<file path="config.mk">
export PLATFORM = sky130hd
export DESIGN_NAME = circular_queue_with_search_ops_core
export DESIGN_NICKNAME = d
export VERILOG_FILES = /design/src/rtl/cqso_pkg.sv /design/src/rtl/cqso_ram.sv /design/src/rtl/cqso_divider.sv /design/src/rtl/circular_queue_with_search_ops_core.sv
export SDC_FILE = /design/constraint.sdc
export NUM_CORES = 1
export LEC_CHECK = 0
export ABC_AREA = 0
export BUFFER_PORTS_ARGS = -buffer_cell sky130_fd_sc_hd__buf_2
export CORE_MARGIN = 3
export CORE_UTILIZATION = 50
export CTS_BUF_LIST = sky130_fd_sc_hd__clkbuf_16
export CTS_CLUSTER_DIAMETER = 50
export DETAILED_ROUTE_END_ITERATION = 7
export HOLD_SLACK_MARGIN = 0.06
export PLACE_DENSITY = 0.71
export RECOVER_POWER = 25
export SYNTH_ARGS = -nofsm -noshare
export SYNTH_HDL_FRONTEND = slang
export SYNTH_SLANG_ARGS = --single-unit
</file>
<file path="constraint.sdc">
create_clock -name clock -period 12.25 [get_ports clock]
set_clock_uncertainty 0.15 [all_clocks]
set_input_delay 3.675 -clock clock [delete_from_list [all_inputs] [get_ports clock]]
set_output_delay 3.675 -clock clock [all_outputs]
set_load 0.02 [all_outputs]
</file>
<file path="src/rtl/cqso_pkg.sv">
// Package for the circular queue with search operations.
// Holds depth, widths, operation kinds and shared types; no dependencies.
package cqso_pkg;
   localparam int unsigned DEPTH      = 16;
   localparam int unsigned IDX_W      = $clog2(DEPTH);
   localparam int unsigned WORD_W     = 32;
   localparam int unsigned TALLY_W    = 6;
   localparam int unsigned HEAD_RESET = 7;

   typedef logic [IDX_W-1:0]  idx_type;
   typedef logic [WORD_W-1:0] word_type;

   localparam logic [2:0] KIND_ENQ = 3'd0;
   localparam logic [2:0] KIND_DEQ = 3'd1;
   localparam logic [2:0] KIND_REM = 3'd2;
   localparam logic [2:0] KIND_EVN = 3'd3;
   localparam logic [2:0] KIND_DBL = 3'd4;

   typedef struct packed {
      logic     start;
      word_type dividend;
      word_type divisor;
   } div_req_type;

   typedef struct packed {
      logic busy;
      logic done;
      logic zero_rem;
   } div_rsp_type;
endpackage

</file>
<file path="src/rtl/cqso_ram.sv">
// Generic simple dual-port RAM (one write port, one read port) with registered read.
// No dependencies.
module cqso_ram #(
   parameter int unsigned WIDTH = 32,
   parameter int unsigned DEPTH = 16
) (
   input  logic                     clock,
   input  logic                     wr_en,
   input  logic [$clog2(DEPTH)-1:0] wr_addr,
   input  logic [WIDTH-1:0]         wr_data,
   input  logic [$clog2(DEPTH)-1:0] rd_addr,
   output logic [WIDTH-1:0]         rd_data
);
   logic [WIDTH-1:0] mem [DEPTH];

   always_ff @(posedge clock) begin
      if (wr_en) begin
         mem[wr_addr] <= wr_data;
      end
      rd_data <= mem[rd_addr];
   end
endmodule

</file>
<file path="src/rtl/cqso_divider.sv">
// Bit-serial unsigned remainder unit: one quotient bit per cycle.
// Depends on cqso_pkg.
module cqso_divider (
   input  logic                  clock,
   input  logic                  reset,
   input  cqso_pkg::div_req_type req,
   output cqso_pkg::div_rsp_type rsp
);
   import cqso_pkg::*;

   logic [WORD_W:0]          rem_ff, rem_in;
   word_type                 quo_ff, quo_in;
   word_type                 dsr_ff, dsr_in;
   logic [$clog2(WORD_W):0]  cnt_ff, cnt_in;
   logic                     busy_ff, busy_in;
   logic                     done_ff, done_in;
   logic [WORD_W:0]          shifted;

   always_comb begin
      rem_in  = rem_ff;
      quo_in  = quo_ff;
      dsr_in  = dsr_ff;
      cnt_in  = cnt_ff;
      busy_in = busy_ff;
      done_in = 1'b0;
      shifted = {rem_ff[WORD_W-1:0], quo_ff[WORD_W-1]};
      if (req.start) begin
         rem_in  = '0;
         quo_in  = req.dividend;
         dsr_in  = req.divisor;
         cnt_in  = '0;
         busy_in = 1'b1;
      end else if (busy_ff) begin
         quo_in = {quo_ff[WORD_W-2:0], 1'b0};
         if (shifted >= {1'b0, dsr_ff}) begin
            rem_in = shifted - {1'b0, dsr_ff};
         end else begin
            rem_in = shifted;
         end
         cnt_in = cnt_ff + 1'b1;
         if (cnt_ff == ($clog2(WORD_W)+1)'(WORD_W - 1)) begin
            busy_in = 1'b0;
            done_in = 1'b1;
         end
      end
   end

   always_ff @(posedge clock) begin
      if (reset) begin
         busy_ff <= 1'b0;
         done_ff <= 1'b0;
      end else begin
         busy_ff <= busy_in;
         done_ff <= done_in;
      end
      rem_ff <= rem_in;
      quo_ff <= quo_in;
      dsr_ff <= dsr_in;
      cnt_ff <= cnt_in;
   end

   assign rsp.busy     = busy_ff;
   assign rsp.done     = done_ff;
   assign rsp.zero_rem = (rem_ff == '0);
endmodule

</file>
<file path="src/rtl/circular_queue_with_search_ops_core.sv">
// Circular queue of signed 32-bit words with search operations (top level).
// Depends on cqso_pkg, cqso_ram and cqso_divider.
//
// Usage: one request transaction on req_ (tdata = kind, operand) performs one
// operation: enqueue, dequeue, remove_item, remove_even or double_multiples.
// Each request yields one or more response transactions on rsp_; the final
// one carries tlast = 1 and the status (success, tally, now_empty, now_full).
// remove_even also emits one response per removed even word before status.
// The queue holds DEPTH-1 words; one slot always stays unused.
// Sequencing: enqueue passes FETCH and then offers the status; dequeue passes
// FETCH, WAIT and EVAL first. Walking kinds pass FETCH, WAIT and EVAL for each
// word visited, plus EMIT for each even word response; each rotation of
// remove_item passes ROT, WAIT and EVAL, and a miss first works out the
// rotation count in MOD by repeated subtraction. double_multiples also waits
// in DIV for each word on the bit-serial remainder unit (one quotient bit a
// cycle). One request is worked at a time; req_tready is low from acceptance
// until the status has been taken.
// Reset: the queue is empty, head at slot 7, tail at slot 6. Store contents
// are not cleared; only slots inside the queue are ever read.
// Stall: while rsp_tready is low the response is held and the walk pauses.
module circular_queue_with_search_ops_core (
   input  logic        clock,
   input  logic        reset,
   input  logic        req_tvalid,
   output logic        req_tready,
   input  logic [39:0] req_tdata,  // [2:0] kind, [34:3] operand, zero pad
   output logic        rsp_tvalid,
   input  logic        rsp_tready,
   output logic [47:0] rsp_tdata,  // [31:0] word, [32] has_word, [33] success,
                                   // [39:34] tally, [40] now_empty, [41] now_full
   output logic        rsp_tlast
);
   import cqso_pkg::*;

   localparam logic [3:0] ST_IDLE  = 4'd0;
   localparam logic [3:0] ST_FETCH = 4'd1;  // issue read of current slot
   localparam logic [3:0] ST_WAIT  = 4'd2;  // read data settles
   localparam logic [3:0] ST_EVAL  = 4'd3;  // decide on fetched word
   localparam logic [3:0] ST_DIV   = 4'd4;  // remainder unit running
   localparam logic [3:0] ST_EMIT  = 4'd5;  // even word waiting on rsp
   localparam logic [3:0] ST_STAT  = 4'd6;  // status waiting on rsp
   localparam logic [3:0] ST_ROT   = 4'd7;  // rotation pass of remove_item
   localparam logic [3:0] ST_MOD   = 4'd8;  // rotation count on a miss

   localparam idx_type HEAD_RST = idx_type'(HEAD_RESET % DEPTH);
   localparam idx_type TAIL_RST = idx_type'((HEAD_RESET + DEPTH - 1) % DEPTH);

   logic [3:0]         st_ff, st_in;
   logic [2:0]         kind_ff, kind_in;
   word_type           opnd_ff, opnd_in;
   idx_type            head_ff, head_in, tail_ff, tail_in;
   idx_type            pos_ff, pos_in;     // walk offset / rotations left
   idx_type            n_ff, n_in;
   logic [TALLY_W-1:0] tally_ff, tally_in;
   logic               ok_ff, ok_in;
   word_type           word_ff, word_in;
   logic               has_ff, has_in;
   logic               rot_ff, rot_in;     // rotation pass in progress

   logic     wr_en;
   idx_type  wr_addr, rd_addr;
   word_type wr_data, rd_data;

   div_req_type div_req;
   div_rsp_type div_rsp;

   idx_type tail_nx, tail_nx2, head_nx, count;
   word_type mag_rd, mag_op;

   cqso_ram #(.WIDTH(WORD_W), .DEPTH(DEPTH)) u_ram (
      .clock  (clock),
      .wr_en  (wr_en),
      .wr_addr(wr_addr),
      .wr_data(wr_data),
      .rd_addr(rd_addr),
      .rd_data(rd_data)
   );

   cqso_divider u_div (
      .clock(clock),
      .reset(reset),
      .req  (div_req),
      .rsp  (div_rsp)
   );

   assign tail_nx  = tail_ff + 1'b1;
   assign tail_nx2 = tail_ff + 2'd2;
   assign head_nx  = head_ff + 1'b1;
   assign count    = tail_nx - head_ff;
   assign mag_rd   = rd_data[WORD_W-1] ? (~rd_data + 1'b1) : rd_data;
   assign mag_op   = opnd_ff[WORD_W-1] ? (~opnd_ff + 1'b1) : opnd_ff;

   always_comb begin
      st_in    = st_ff;
      kind_in  = kind_ff;
      opnd_in  = opnd_ff;
      head_in  = head_ff;
      tail_in  = tail_ff;
      pos_in   = pos_ff;
      n_in     = n_ff;
      tally_in = tally_ff;
      ok_in    = ok_ff;
      word_in  = word_ff;
      has_in   = has_ff;
      wr_en    = 1'b0;
      wr_addr  = tail_nx;
      wr_data  = opnd_ff;
      rd_addr  = head_ff + pos_ff;
      div_req.start    = 1'b0;
      div_req.dividend = mag_rd;
      div_req.divisor  = mag_op;

      unique case (st_ff)
         ST_IDLE: begin
            if (req_tvalid) begin
               kind_in  = req_tdata[2:0];
               opnd_in  = req_tdata[34:3];
               pos_in   = '0;
               n_in     = count;
               tally_in = '0;
               ok_in    = 1'b0;
               word_in  = '0;
               has_in   = 1'b0;
               st_in    = ST_FETCH;
            end
         end
         ST_FETCH: begin
            st_in = ST_WAIT;
            case (kind_ff) inside
               KIND_ENQ: begin
                  if (tail_nx2 != head_ff) begin
                     wr_en   = 1'b1;
                     tail_in = tail_nx;
                     ok_in   = 1'b1;
                  end
                  st_in = ST_STAT;
               end
               KIND_DEQ: begin
                  if (n_ff == '0) begin
                     st_in = ST_STAT;
                  end
               end
               KIND_REM, KIND_EVN: begin
                  if (pos_ff == n_ff) begin
                     st_in = ST_STAT;
                  end
               end
               KIND_DBL: begin
                  if (pos_ff == n_ff || mag_op == '0) begin
                     st_in = ST_STAT;
                  end
               end
               default: st_in = ST_STAT;
            endcase
         end
         ST_WAIT: st_in = ST_EVAL;
         ST_EVAL: begin
            case (kind_ff)
               KIND_DEQ: begin
                  word_in = rd_data;
                  has_in  = 1'b1;
                  ok_in   = 1'b1;
                  head_in = head_nx;
                  st_in   = ST_STAT;
               end
               KIND_REM: begin
                  if (rd_data == opnd_ff) begin
                     ok_in = 1'b1;
                     st_in = ST_ROT;  // pos_ff rotations, then drop front
                  end else if (pos_ff + 1'b1 == n_ff) begin
                     // miss: reduce DEPTH-1 by n until below n
                     pos_in = idx_type'(DEPTH - 1);
                     st_in  = ST_MOD;
                  end else begin
                     pos_in = pos_ff + 1'b1;
                     st_in  = ST_FETCH;
                  end
               end
               KIND_EVN: begin
                  head_in = head_nx;
                  pos_in  = pos_ff + 1'b1;
                  if (!rd_data[0]) begin
                     word_in  = rd_data;
                     tally_in = tally_ff + 1'b1;
                     st_in    = ST_EMIT;
                  end else begin
                     wr_en   = 1'b1;
                     wr_data = rd_data;
                     tail_in = tail_nx;
                     st_in   = ST_FETCH;
                     pos_in  = pos_ff + 1'b1;
                  end
               end
               KIND_DBL: begin
                  div_req.start = 1'b1;
                  opnd_in       = opnd_ff;
                  word_in       = rd_data;
                  st_in         = ST_DIV;
               end
               default: st_in = ST_STAT;
            endcase
            // remove_even reads at head, not head+pos
         end
         ST_DIV: begin
            if (div_rsp.done) begin
               if (div_rsp.zero_rem) begin
                  wr_en    = 1'b1;
                  wr_addr  = head_ff + pos_ff;
                  wr_data  = {word_ff[WORD_W-2:0], 1'b0};
                  tally_in = tally_ff + 1'b1;
               end
               pos_in = pos_ff + 1'b1;
               st_in  = ST_FETCH;
            end
         end
         ST_MOD: begin
            // one subtraction a cycle; the remainder is the rotation count
            if (pos_ff >= n_ff) begin
               pos_in = pos_ff - n_ff;
            end else begin
               st_in = ST_ROT;
            end
         end
         ST_EMIT: begin
            if (rsp_tready) begin
               st_in = ST_FETCH;
            end
         end
         ST_ROT: begin
            // one rotation costs a read then a write: it passes through WAIT and EVAL
            rd_addr = head_ff;
            if (pos_ff == '0) begin
               if (ok_ff) begin
                  head_in = head_nx;
               end
               st_in = ST_STAT;
            end else begin
               st_in = ST_WAIT;
               kind_in = kind_ff;
            end
         end
         ST_STAT: begin
            if (rsp_tready) begin
               st_in = ST_IDLE;
            end
         end
         default: st_in = ST_IDLE;
      endcase

      // remove_even and rotations always read the front slot
      if (kind_ff == KIND_EVN) begin
         rd_addr = head_ff;
      end
      if (st_ff == ST_WAIT && rot_ff) begin
         rd_addr = head_ff;
      end
      if (st_ff == ST_EVAL && rot_ff) begin
         wr_en   = 1'b1;
         wr_data = rd_data;
         wr_addr = tail_nx;
         head_in = head_nx;
         tail_in = tail_nx;
         pos_in  = pos_ff - 1'b1;
         st_in   = ST_ROT;
         word_in = word_ff;
         ok_in   = ok_ff;
      end
   end

   // rotation pass flag: set on entering ST_ROT, held while rotating
   assign rot_in = (st_in == ST_ROT) || ((st_ff == ST_ROT || rot_ff) &&
                   (st_in == ST_WAIT || st_in == ST_EVAL));

   // remove_even walks n words with head moving; pos counts visited words
   always_ff @(posedge clock) begin
      if (reset) begin
         st_ff   <= ST_IDLE;
         head_ff <= HEAD_RST;
         tail_ff <= TAIL_RST;
         rot_ff  <= 1'b0;
      end else begin
         st_ff   <= st_in;
         head_ff <= head_in;
         tail_ff <= tail_in;
         rot_ff  <= rot_in;
      end
      kind_ff  <= kind_in;
      opnd_ff  <= opnd_in;
      pos_ff   <= pos_in;
      n_ff     <= n_in;
      tally_ff <= tally_in;
      ok_ff    <= ok_in;
      word_ff  <= word_in;
      has_ff   <= has_in;
   end

   assign req_tready = (st_ff == ST_IDLE);
   assign rsp_tvalid = (st_ff == ST_EMIT) || (st_ff == ST_STAT);
   assign rsp_tlast  = (st_ff == ST_STAT);
   always_comb begin
      rsp_tdata = '0;
      if (st_ff == ST_EMIT) begin
         rsp_tdata[31:0] = word_ff;
         rsp_tdata[32]   = 1'b1;
      end else begin
         rsp_tdata[31:0]  = has_ff ? word_ff : '0;
         rsp_tdata[32]    = has_ff;
         rsp_tdata[33]    = ok_ff;
         rsp_tdata[39:34] = (kind_ff == KIND_EVN || kind_ff == KIND_DBL) ?
                            tally_ff : '0;
         rsp_tdata[40]    = (tail_nx == head_ff);
         rsp_tdata[41]    = (tail_nx2 == head_ff);
      end
   end

   a_busy_not_ready: assert property (@(posedge clock) disable iff (reset)
      (st_ff != ST_IDLE) |-> !req_tready) else $error("ready while busy");
   a_stat_holds: assert property (@(posedge clock) disable iff (reset)
      (rsp_tvalid && !rsp_tready) |=> rsp_tvalid) else $error("rsp dropped");
   a_div_only_dbl: assert property (@(posedge clock) disable iff (reset)
      div_rsp.busy |-> (kind_ff == KIND_DBL)) else $error("divider misuse");
endmodule

</file>
### Word-level counts from Yosys, hierarchy flattened

Memories as Yosys holds them, arrays and structs flattened. A register that Yosys moved wholly into a read port is not among the register bits.
Cells that the tools add are included.

* shift operators: 0
* reductions and logical operators: 34
* eq/ne operators: 46
* divide/modulo/power cells: 0
* multipliers: 0
* bitwise gates (word level): 4
* add/subtract/negate cells: 13
* magnitude comparators: 2
* multiplexer cells: 94

Operators with widths (count)
* 32-bit two-way mux: 12
* 32-bit one-hot mux with 2 select lines: 3
* 4-bit two-way mux: 30
* 33-bit two-way mux: 2
* 32-bit by 1-bit adder with 32-bit output (second input constant): 2
* 32-bit inverter: 2
* 6-bit two-way mux: 6
* 4-bit one-hot mux with 9 select lines: 1
* 33-bit by 32-bit >= comparator with 1-bit output: 1
* 33-bit logical NOT: 1
* 33-bit by 32-bit subtractor with 33-bit output: 1
* 32-bit == test: 1
* 32-bit logical NOT: 1
* 3-bit two-way mux: 9
* 3-bit inequality test (second input constant): 9
* 4-bit one-hot mux with 2 select lines: 3
* 4-bit by 3-bit == test with 1-bit output (second input constant): 5
* 1-bit two-way mux: 20
* 6-bit one-hot mux with 3 select lines: 1
* 4-bit by 2-bit == test with 1-bit output (second input constant): 4
* 4-bit == test: 4
* 4-bit one-hot mux with 4 select lines: 1
* 2-bit inequality test (second input constant): 7
* 4-bit by 1-bit adder with 4-bit output (second input constant): 3
* 37 further kinds: 64

* memories: 1
* input bits: 44
* latch bits: 0
* ROM bits: 0
* bits in registers: 201
* memory bits (writable): 512

Memories
* u_ram.mem: depth 16, width 32, rd ports 1, clocked after memory_dff 1, wr ports 1, line cqso_ram.sv:14 `logic [WIDTH-1:0] mem [DEPTH];`

### Depth between registers and ports, before layout

Gate-level depths: netlist of the first run.

* depth in word-level cells: 16
* gate-level depth with buffers: 13

### Cells and area by module

Synthesis of the first run repeated with hierarchy kept, for this count alone.

* cell total of the unflattened synthesis: 2324
* area, all modules: 33671.0 µm²

Modules (own cells, without submodules)
* cqso_ram: cells each 838, times used 1, area each 19835.3 µm²
* circular_queue_with_search_ops_core: cells each 882, times used 1, area each 7734.9 µm²
* cqso_divider: cells each 604, times used 1, area each 6100.9 µm²

### Worst setup path before layout of the first run

Ideal clock, no wire load.

* kind: input to register
* from: input req_tvalid
* to: register rot_ff
* arrival: 5.407 ns
* stages on the path: 7
* buffers on the path: 0
* required time: 12.009 ns
* path slack: 6.602 ns
* cells stage by stage: and2_1 > a21oi_1 > nand4bb_1 > o21ai_0 > nand4b_1 > o21ai_1 > a311oi_1

* word-level cells in the longest chain between the ends: 7
* elaborated cells between the ends (all ways): 9
* those cells by class: eq/ne (3); mux (3); reduce/logical (3)

RTL lines
* start: declaration: line circular_queue_with_search_ops_core.sv:24 `input logic req_tvalid,`
* 4-bit two-way mux (*): line circular_queue_with_search_ops_core.sv:115 `if (req_tvalid) begin`
* 4-bit one-hot mux with 9 select lines (*): line circular_queue_with_search_ops_core.sv:113 `unique case (st_ff)`
* 4-bit two-way mux (*): line circular_queue_with_search_ops_core.sv:257 `if (st_ff == ST_EVAL && rot_ff) begin`
* 4-bit by 2-bit == test with 1-bit output: line circular_queue_with_search_ops_core.sv:272 `(st_in == ST_WAIT || st_in == ST_EVAL));`
* 1-bit logical OR: line circular_queue_with_search_ops_core.sv:272
* 1-bit logical AND: line circular_queue_with_search_ops_core.sv:271 `assign rot_in = (st_in == ST_ROT) || ((st_ff == ST_ROT || rot_ff) &&`
* 1-bit logical OR (*): line circular_queue_with_search_ops_core.sv:271
* end signal: assignment: line circular_queue_with_search_ops_core.sv:285 `rot_ff <= rot_in;`
* end: declaration: line circular_queue_with_search_ops_core.sv:58 `logic rot_ff, rot_in;`

Every way passes the cells marked *; elsewhere a longest branch is shown, timed or not.
A chain may end at the register's enable or synchronous reset.

### Worst setup path after layout of the first run

* from: register st_ff[2]
* to: register u_div.rem_ff[30]

* word-level cells in the longest chain between the ends: 2

RTL lines
* start: declaration: line circular_queue_with_search_ops_core.sv:48 `logic [3:0] st_ff, st_in;`
* start signal: assignment: line circular_queue_with_search_ops_core.sv:282 `st_ff <= st_in;`
* 4-bit by 2-bit == test with 1-bit output: line circular_queue_with_search_ops_core.sv:113
* 1-bit two-way mux: line circular_queue_with_search_ops_core.sv:113
* end signal: assignment: line cqso_divider.sv:56 `rem_ff <= rem_in;`
* end: declaration: line cqso_divider.sv:11 `logic [WORD_W:0] rem_ff, rem_in;`

Every way passes these cells.

==> impl_metrics.py, run 1 <==
metrics = {
    "global_route": {
        "grt_usage_pct": 25.1,
        "grt_pass1_vias": 23800,
        "grt_pass1_wl_um": 141000,
        "grt_overflow": 0,
        "grt_max_degree": 201,
        "grt_antenna_before_repair": 1,
    },
    "die": {
        "start_util_pct": 51.1,
        "num_io_pins": 95,
        "die_h_um": 270,
        "die_w_um": 270,
        "rows": 95,
        "die-area_um2": 72600,
        "core_region_area_um2": 68000,
    },
    "layout": {
        "syn2layout_area_growth_pct": 12.2,
        "n_fill_cell": 5473,
        "diodes": 0,
        "fin_nets": 3078,
        "layout-drive-gt1-share_pct": 10.7,
    },
    "clocking": {
        "htree_num_levels": 3,
        "cts-buffers-inserted": 90,
        "postCtsHoldBufs": 0,
        "cts_sinks": 745,
        "cts.path.max_buffers": 3,
        "cts_resized": 0,
        "clkSlewWorstSetupHoldPaths_ns": 0.06,
        "cts_setup_buffers": 0,
        "tritoncts": "yes",
        "clkLatencyLatePin_ns": 0.66,
        "cts_root_buf": "clkbuf_16",
    },
    "setup_path": {
        "path_buf_inv": 5,
        "r2r_slack_ns": 5.43,
        "path_class": "flop to flop",
        "r2r_start": "st_ff[2]",
        "worstPathCellList": "nor2_1 -> nand3_1 -> inv_1 -> clkbuf_1 -> nand2_2 -> clkbuf_1 -> inv_1 -> clkbuf_1 -> nor2_1 -> nand2_1 -> o32ai_1",
        "cp_slowest_cell": "clkbuf_1",
        "r2r_cells": 11,
        "crit_path_start_kind": "flop",
        "path_common_cell": "clkbuf_1",
        "cp_top_family": "buffers and inverters",
        "crit_path_max_incr_delay_ns": 1.70,
        "worstPathMaxFanout": 43,
        "critPathArrivalTime_ns": 7.08,
        "required_ns": 12.52,
        "r2r-end": "u_div.rem_ff[30]",
        "crit_path_end_kind": "flop",
    },
    "drt": {
        "wirelength_um": 94200,
        "first_iter_violations": 2595,
        "drc": 0,
        "vias_per_cell": 6.19,
        "drt-wirelength-per-cell_um": 23.7,
        "dr.pass1.iters": 7,
        "ant_nets": 0,
        "vias": 24600,
    },
    "placement": {
        "hpwl_um": 55400,
        "port_buffers": 83,
        "routabilityCongestion": 0.920,
        "dp_slack_ns": 6.17,
    },
    "pwr": {
        "leakage_nw": 13.8,
        "total_power_mw": 10.2,
        "vdd_drop_max_uv": 317,
        "power_density_nw_per_um2": 262,
    },
    "timing": {
        "hold_viol": 0,
        "setup_tns_ns": 0,
        "drv_slew": 246,
        "min_period_over_period_pct": 55.6,
        "setup_slack_ns": 5.43,
        "finalSetupViolCount": 0,
        "rsz0062_at_grt": "no",
        "worstMarginPinSlew_ns": 2.34,
        "relSlewSlack_pct": -56.3,
        "finalCriticalPeriod_ns": 6.82,
        "fmax_mhz": 147,
    },
    "outcome": {
        "failed_checks": "capacitance limit, slew limit",
        "outcome": "complete, but fails checks",
    },
    "min_path": {
        "worstHoldEndpoint": "u_div.rem_ff[9]",
        "hold_start": "u_div.rem_ff[9]",
        "worstHoldPathCells": 2,
        "hold_path_class": "flop to flop",
    },
    "yosys": {
        "yosysUniqueCellTypes": 91,
        "synthFlopType": "edfxtp_1",
        "ys_seq_area_share_pct": 62.0,
        "synthArstFlopShare_pct": 0,
        "synth-seq-cells": 745,
        "synth_edf_count": 659,
        "synth_cells": 2957,
        "netlist_area_um2": 34700,
        "yosysWarningCount": 0,
        "avgSynthCellArea_um2": 11.7,
    },
    "run": {
        "cap_violations": 6,
    },
}
## sequential cells by signal, indices dropped and copies added (netlist names)
register,count
u_ram.mem,512
u_div.rem_ff,33
opnd_ff,32
u_div.dsr_ff,32
u_div.quo_ff,32
u_ram.rd_data,32
word_ff,32
tally_ff,6
u_div.cnt_ff,6
head_ff,4
n_ff,4
pos_ff,4
st_ff,4
tail_ff,4
kind_ff,3
has_ff,1
ok_ff,1
rot_ff,1
u_div.busy_ff,1
u_div.done_ff,1
## how the worst max path moves through the flow
stage | from | endpoint | depth (start not counted) | slack [ns]
detailed placement | st_ff[2] | rsp_tdata[10] | 6 | 6.17
CTS | st_ff[2] | rsp_tdata[10] | 6 | 5.44
global placement | st_ff[2] | rsp_tdata[10] | 6 | 6.29
global route | st_ff[2] | u_div.rem_ff[28] | 11 | 4.82
finish | st_ff[2] | u_div.rem_ff[30] | 11 | 5.43
floorplan | req_tvalid | rot_ff | 7 | 6.60
## where the power goes
part / internal (mW) / switching (mW)
sequential: 3.19 / 0.406
combinational: 1.32 / 2.65
clock: 1.56 / 1.10
total: 6.07 / 4.15
## cell usage in the layout (no fill, tap or decap), drive strengths merged, types with 43 or more instances in the layout
cell	n
edfxtp	659
nand2	421
a211oi	169
and3	145
a21oi	140
o21ai	123
buf	123
inv	114
clkbuf	114
nor2	94
xor2	89
dfxtp	86
a31oi	76
a311oi	69
xnor2	56
ha	52
nor2b	50
and2	43
## synthesized netlist by cell type, types with 50 or more instances
| cell | instances | area, um2 |
|---|---|---|
| xnor2_1 | 56 | 490 |
| nand2_1 | 421 | 1580 |
| ha_1 | 52 | 651 |
| nor2_1 | 93 | 349 |
| a21oi_1 | 139 | 696 |
| edfxtp_1 | 659 | 19800 |
| inv_1 | 87 | 327 |
| o21ai_0 | 120 | 601 |
| and3_1 | 145 | 907 |
| clkbuf_1 | 162 | 608 |
| xor2_1 | 89 | 780 |
| a311oi_1 | 69 | 604 |
| a31oi_1 | 76 | 475 |
| nor2b_1 | 50 | 313 |
| dfxtp_1 | 86 | 1720 |
| a211oi_1 | 169 | 1270 |
## cell families (layout without fill, tap and decap cells)
kind of cell               after synthesis  after routing  synth area share [%]
and+or+nand+nor                        935            935                  13.4
DFF                                    745            745                  62.0
AOI/OAI and AO/OA                      732            732                  14.2
buffers and inverters                  310            400                  3.64
xor gates and xnor gates               146            146                  3.72
adders and majority gates               56             56                  2.10
muxes                                   32             32                 0.941
other                                    1              6                0.0108
## final cells by class
type	count	area [um2]	area share [%]
clock inverters	76	769	1.98
inverters	87	327	0.839
repair buffers	147	838	2.15
well taps	921	1150	2.96
clock buffers	90	2250	5.78
flip-flops and latches	745	21500	55.2
multi-input cells	1907	12100	31.1
## per-stage QoR
stage / cell area, um2 / hold slack [ns] / utilization, % / std cells
2_1_floorplan: 34700 / 0.316 / - / 2962
3_3_place_gp: 36100 / 0.341 / 53.0 / 3807
3_5_place_dp: 36100 / 0.361 / 53.0 / 3807
4_1_cts: 39100 / 0.367 / 57.5 / 3973
5_1_grt: 38900 / 0.387 / 57.3 / 3973
6_report: 38900 / 0.364 / 57.3 / 3973
## worst register-to-register path, delay by kind of cell, from the launching register on
family / cells / cell delay [ns]
DFF: 1 / 0.45
AOI/OAI and AO/OA: 1 / 0.13
buffers and inverters: 5 / 4.14
and+or+nand+nor: 5 / 1.70
## metal layers
metal / vias up / global-route usage, % / routed length (um)
met5: - / 0 / 0
met3: 240 / 3.40 / 6770
li1: 11200 / - / -
met1: 12100 / 33.1 / 37900
met2: 1061 / 41.6 / 45500
met4: 0 / 11.6 / 4010
No activity file was read; power rests on OpenSTA's default activity.
==> inputs of run 2 (changes only) <==
--- a/config.mk
+++ b/config.mk
@@ -5,7 +5,7 @@
 export SDC_FILE = /design/constraint.sdc
 export NUM_CORES = 1
 export LEC_CHECK = 0
-export ABC_AREA = 0
+export ABC_AREA = 1
 export BUFFER_PORTS_ARGS = -buffer_cell sky130_fd_sc_hd__buf_2
 export CORE_MARGIN = 3
 export CORE_UTILIZATION = 50
@@ -13,7 +13,7 @@
 export CTS_CLUSTER_DIAMETER = 50
 export DETAILED_ROUTE_END_ITERATION = 7
 export HOLD_SLACK_MARGIN = 0.06
-export PLACE_DENSITY = 0.71
+export PLACE_DENSITY = 0.74
 export RECOVER_POWER = 25
 export SYNTH_ARGS = -nofsm -noshare
 export SYNTH_HDL_FRONTEND = slang
==> constraint.sdc (replaced) <==
create_clock -name clock -period 6.1 [get_ports clock]
set_clock_uncertainty 0.15 [all_clocks]
set_input_delay 1.83 -clock clock [delete_from_list [all_inputs] [get_ports clock]]
set_output_delay 1.83 -clock clock [all_outputs]
set_load 0.02 [all_outputs]
==> run 2 against run 1 <==
- the flow still finishes with violations (capacitance limit, slew limit)
- hold slack worse by 0.029 ns
- die area is 0.86% lower
- final area is 0.90% lower
- register-to-register slack worse by 4.9 ns
- via count is 2.1% higher
- critical path type unchanged
- critical endpoint is now u_ram.rd_data[9]
- largest cell class unchanged
- highest routed layer unchanged
==> impl_metrics.py, run 2 <==
metrics = {
    "drt": {
        "vias": 25100,
        "wirelength_um": 92300,
        "drc": 0,
        "dr.pass1.iters": 8,
        "ant_nets": 0,
        "drt-wirelength-per-cell_um": 21.6,
        "first_iter_violations": 3072,
        "vias_per_cell": 5.87,
    },
    "yosys": {
        "yosysWarningCount": 0,
        "netlist_area_um2": 34400,
        "synth_edf_count": 659,
        "synth_top_cell_by_area": "edfxtp_1",
        "synthTopCellsByCount": "edfxtp_1, nor2_1, nand2_1",
        "synth.most_common_cell": "edfxtp_1",
        "synthArstFlopShare_pct": 0,
        "avgSynthCellArea_um2": 10.6,
        "synth-seq-cells": 745,
        "yosysTopAreaCellShare_pct": 57.5,
        "synth_cells": 3259,
        "yosysUniqueCellTypes": 59,
        "synthFlopType": "edfxtp_1",
        "yosys-top-cells-area": "edfxtp_1, nor2_1, dfxtp_1",
        "ys_seq_area_share_pct": 62.5,
    },
    "layout": {
        "regMostFlops": "u_ram.mem",
        "top_regs": "u_ram.mem (512), u_div.rem_ff (33)",
        "fin_area_um2": 38600,
        "multi_input_area_um2": 11200,
        "layout_commonest_cell": "edfxtp_1",
        "final_cell_mix": "edfxtp_1, nor2_1, nand2_1, o21ai_0, inv_1",
        "final_util_pct": 57.1,
        "stdcell_count": 4276,
        "layout-drive-gt1-share_pct": 10.8,
        "fin_nets": 3436,
        "syn2layout_area_growth_pct": 12.1,
        "register_area_um2": 21500,
        "largest_reg_flops": 512,
        "n_fill_cell": 5516,
        "diodes": 0,
    },
    "placement": {
        "port_buffers": 83,
        "dp_slack_ns": 1.03,
        "routabilityCongestion": 0.922,
        "placed_cell_area_um2": 35900,
        "hpwl_um": 58400,
        "placed_cells": 4125,
    },
    "timing": {
        "whs_ns": 0.336,
        "drv_slew": 179,
        "min_period_over_period_pct": 91.8,
        "setup_tns_ns": 0,
        "relSlewSlack_pct": -56.8,
        "finalSetupViolCount": 0,
        "setup_slack_ns": 0.498,
        "hold_viol": 0,
        "fmax_mhz": 179,
        "worstMarginPinSlew_ns": 2.35,
        "finalCriticalPeriod_ns": 5.60,
        "rsz0062_at_grt": "no",
    },
    "clocking": {
        "clkLatencyLatePin_ns": 0.64,
        "cts_resized": 0,
        "cts.path.max_buffers": 3,
        "postCtsHoldBufs": 0,
        "clkSlewWorstSetupHoldPaths_ns": 0.06,
        "htree_num_levels": 3,
        "cts_setup_buffers": 0,
        "tritoncts": "yes",
        "cts_root_buf": "clkbuf_16",
        "cts_sinks": 745,
        "cts-buffers-inserted": 82,
    },
    "global_route": {
        "grt_max_degree": 193,
        "grt_overflow": 0,
        "grt_pass1_wl_um": 140000,
        "grt_antenna_before_repair": 1,
        "grt_usage_pct": 25.4,
        "grt_pass1_vias": 24100,
    },
    "pwr": {
        "power_density_nw_per_um2": 556,
        "total_power_mw": 21.5,
        "vdd_drop_max_uv": 533,
        "leakage_nw": 14.5,
    },
    "die": {
        "start_util_pct": 50.9,
        "die-area_um2": 72000,
        "die_h_um": 268,
        "die_w_um": 268,
        "num_io_pins": 95,
        "rows": 95,
        "core_region_area_um2": 67600,
    },
    "setup_path": {
        "crit_path_start_kind": "flop",
        "cp_top_family": "buffers and inverters",
        "crit_path_end_kind": "flop",
        "critPathArrivalTime_ns": 5.93,
        "worstPathMaxFanout": 33,
        "worstPathCellList": "ha_1 -> a21oi_1 -> nand2_1 -> xnor2_1 -> inv_1 -> o21ai_4 -> clkbuf_1 -> inv_1 -> clkbuf_1 -> nand3_1 -> o21ai_1",
        "required_ns": 6.43,
        "path_class": "flop to flop",
        "path_buf_inv": 4,
        "crit_path_max_incr_delay_ns": 1.69,
        "cp_slowest_cell": "clkbuf_1",
    },
    "outcome": {
        "failed_checks": "capacitance limit, slew limit",
        "outcome": "complete, but fails checks",
    },
    "run": {
        "cap_violations": 5,
    },
    "min_path": {
        "hold_path_class": "flop to flop",
    },
}
[run 2: path summary, 6_finish.rpt]
path / start / end / depth (start not counted) / slack (ns)
worst max-delay path: pos_ff[2] / u_ram.rd_data[9] / 11 / 0.50
worst min-delay path: u_div.rem_ff[9] / u_div.rem_ff[9] / 2 / 0.34
worst max register to register: pos_ff[2] / u_ram.rd_data[9] / 11 / 0.50
worst min register to register: u_div.rem_ff[9] / u_div.rem_ff[9] / 2 / 0.34
[run 2: worst min-delay path, stage by stage, from the launching register on]
cell and delay, ns:
dfxtp_1 0.33, nand2_1 0.07, nand2_1 0.04
[run 2: final cells by class]
| cell class | instances | area share, % |
|---|---|---|
| timing repair buffer | 150 | 2.31 |
| multi-input combinational | 2070 | 29.0 |
| clock inverter | 67 | 1.82 |
| clock buffer | 84 | 5.45 |
| inverter | 287 | 2.81 |
| tap | 873 | 2.83 |
| sequential | 745 | 55.7 |
[run 2: logic make-up (layout without fill, tap and decap cells)]
family | count (synthesis) | count (layout) | synth area share, %
AND/OR/NAND/NOR | 1178 | 1178 | 14.3
flip-flops | 745 | 745 | 62.5
AO/OA/AOI/OAI | 735 | 735 | 13.2
buffers and inverters | 449 | 588 | 5.45
XOR/XNOR | 95 | 95 | 2.42
adder cells (fa/ha/maj) | 56 | 56 | 2.12
other | 1 | 6 | 0.0109
[run 2: power by group]
group | total (mW) | switching [mW] | leakage, nW | internal (mW)
Combinational | 9.23 | 6.56 | 6.38 | 2.67
Clock | 5.06 | 2.09 | 1.41 | 2.97
Sequential | 7.17 | 0.613 | 6.71 | 6.56
[run 2: per-layer routing]
metal / vias to the layer above / GRT usage [%] / wire (um)
met4: 0 / 10.9 / 3450
met1: 12000 / 34.0 / 37200
met5: - / 0 / 0
li1: 11700 / - / -
met2: 1197 / 41.6 / 43700
met3: 212 / 3.76 / 7960
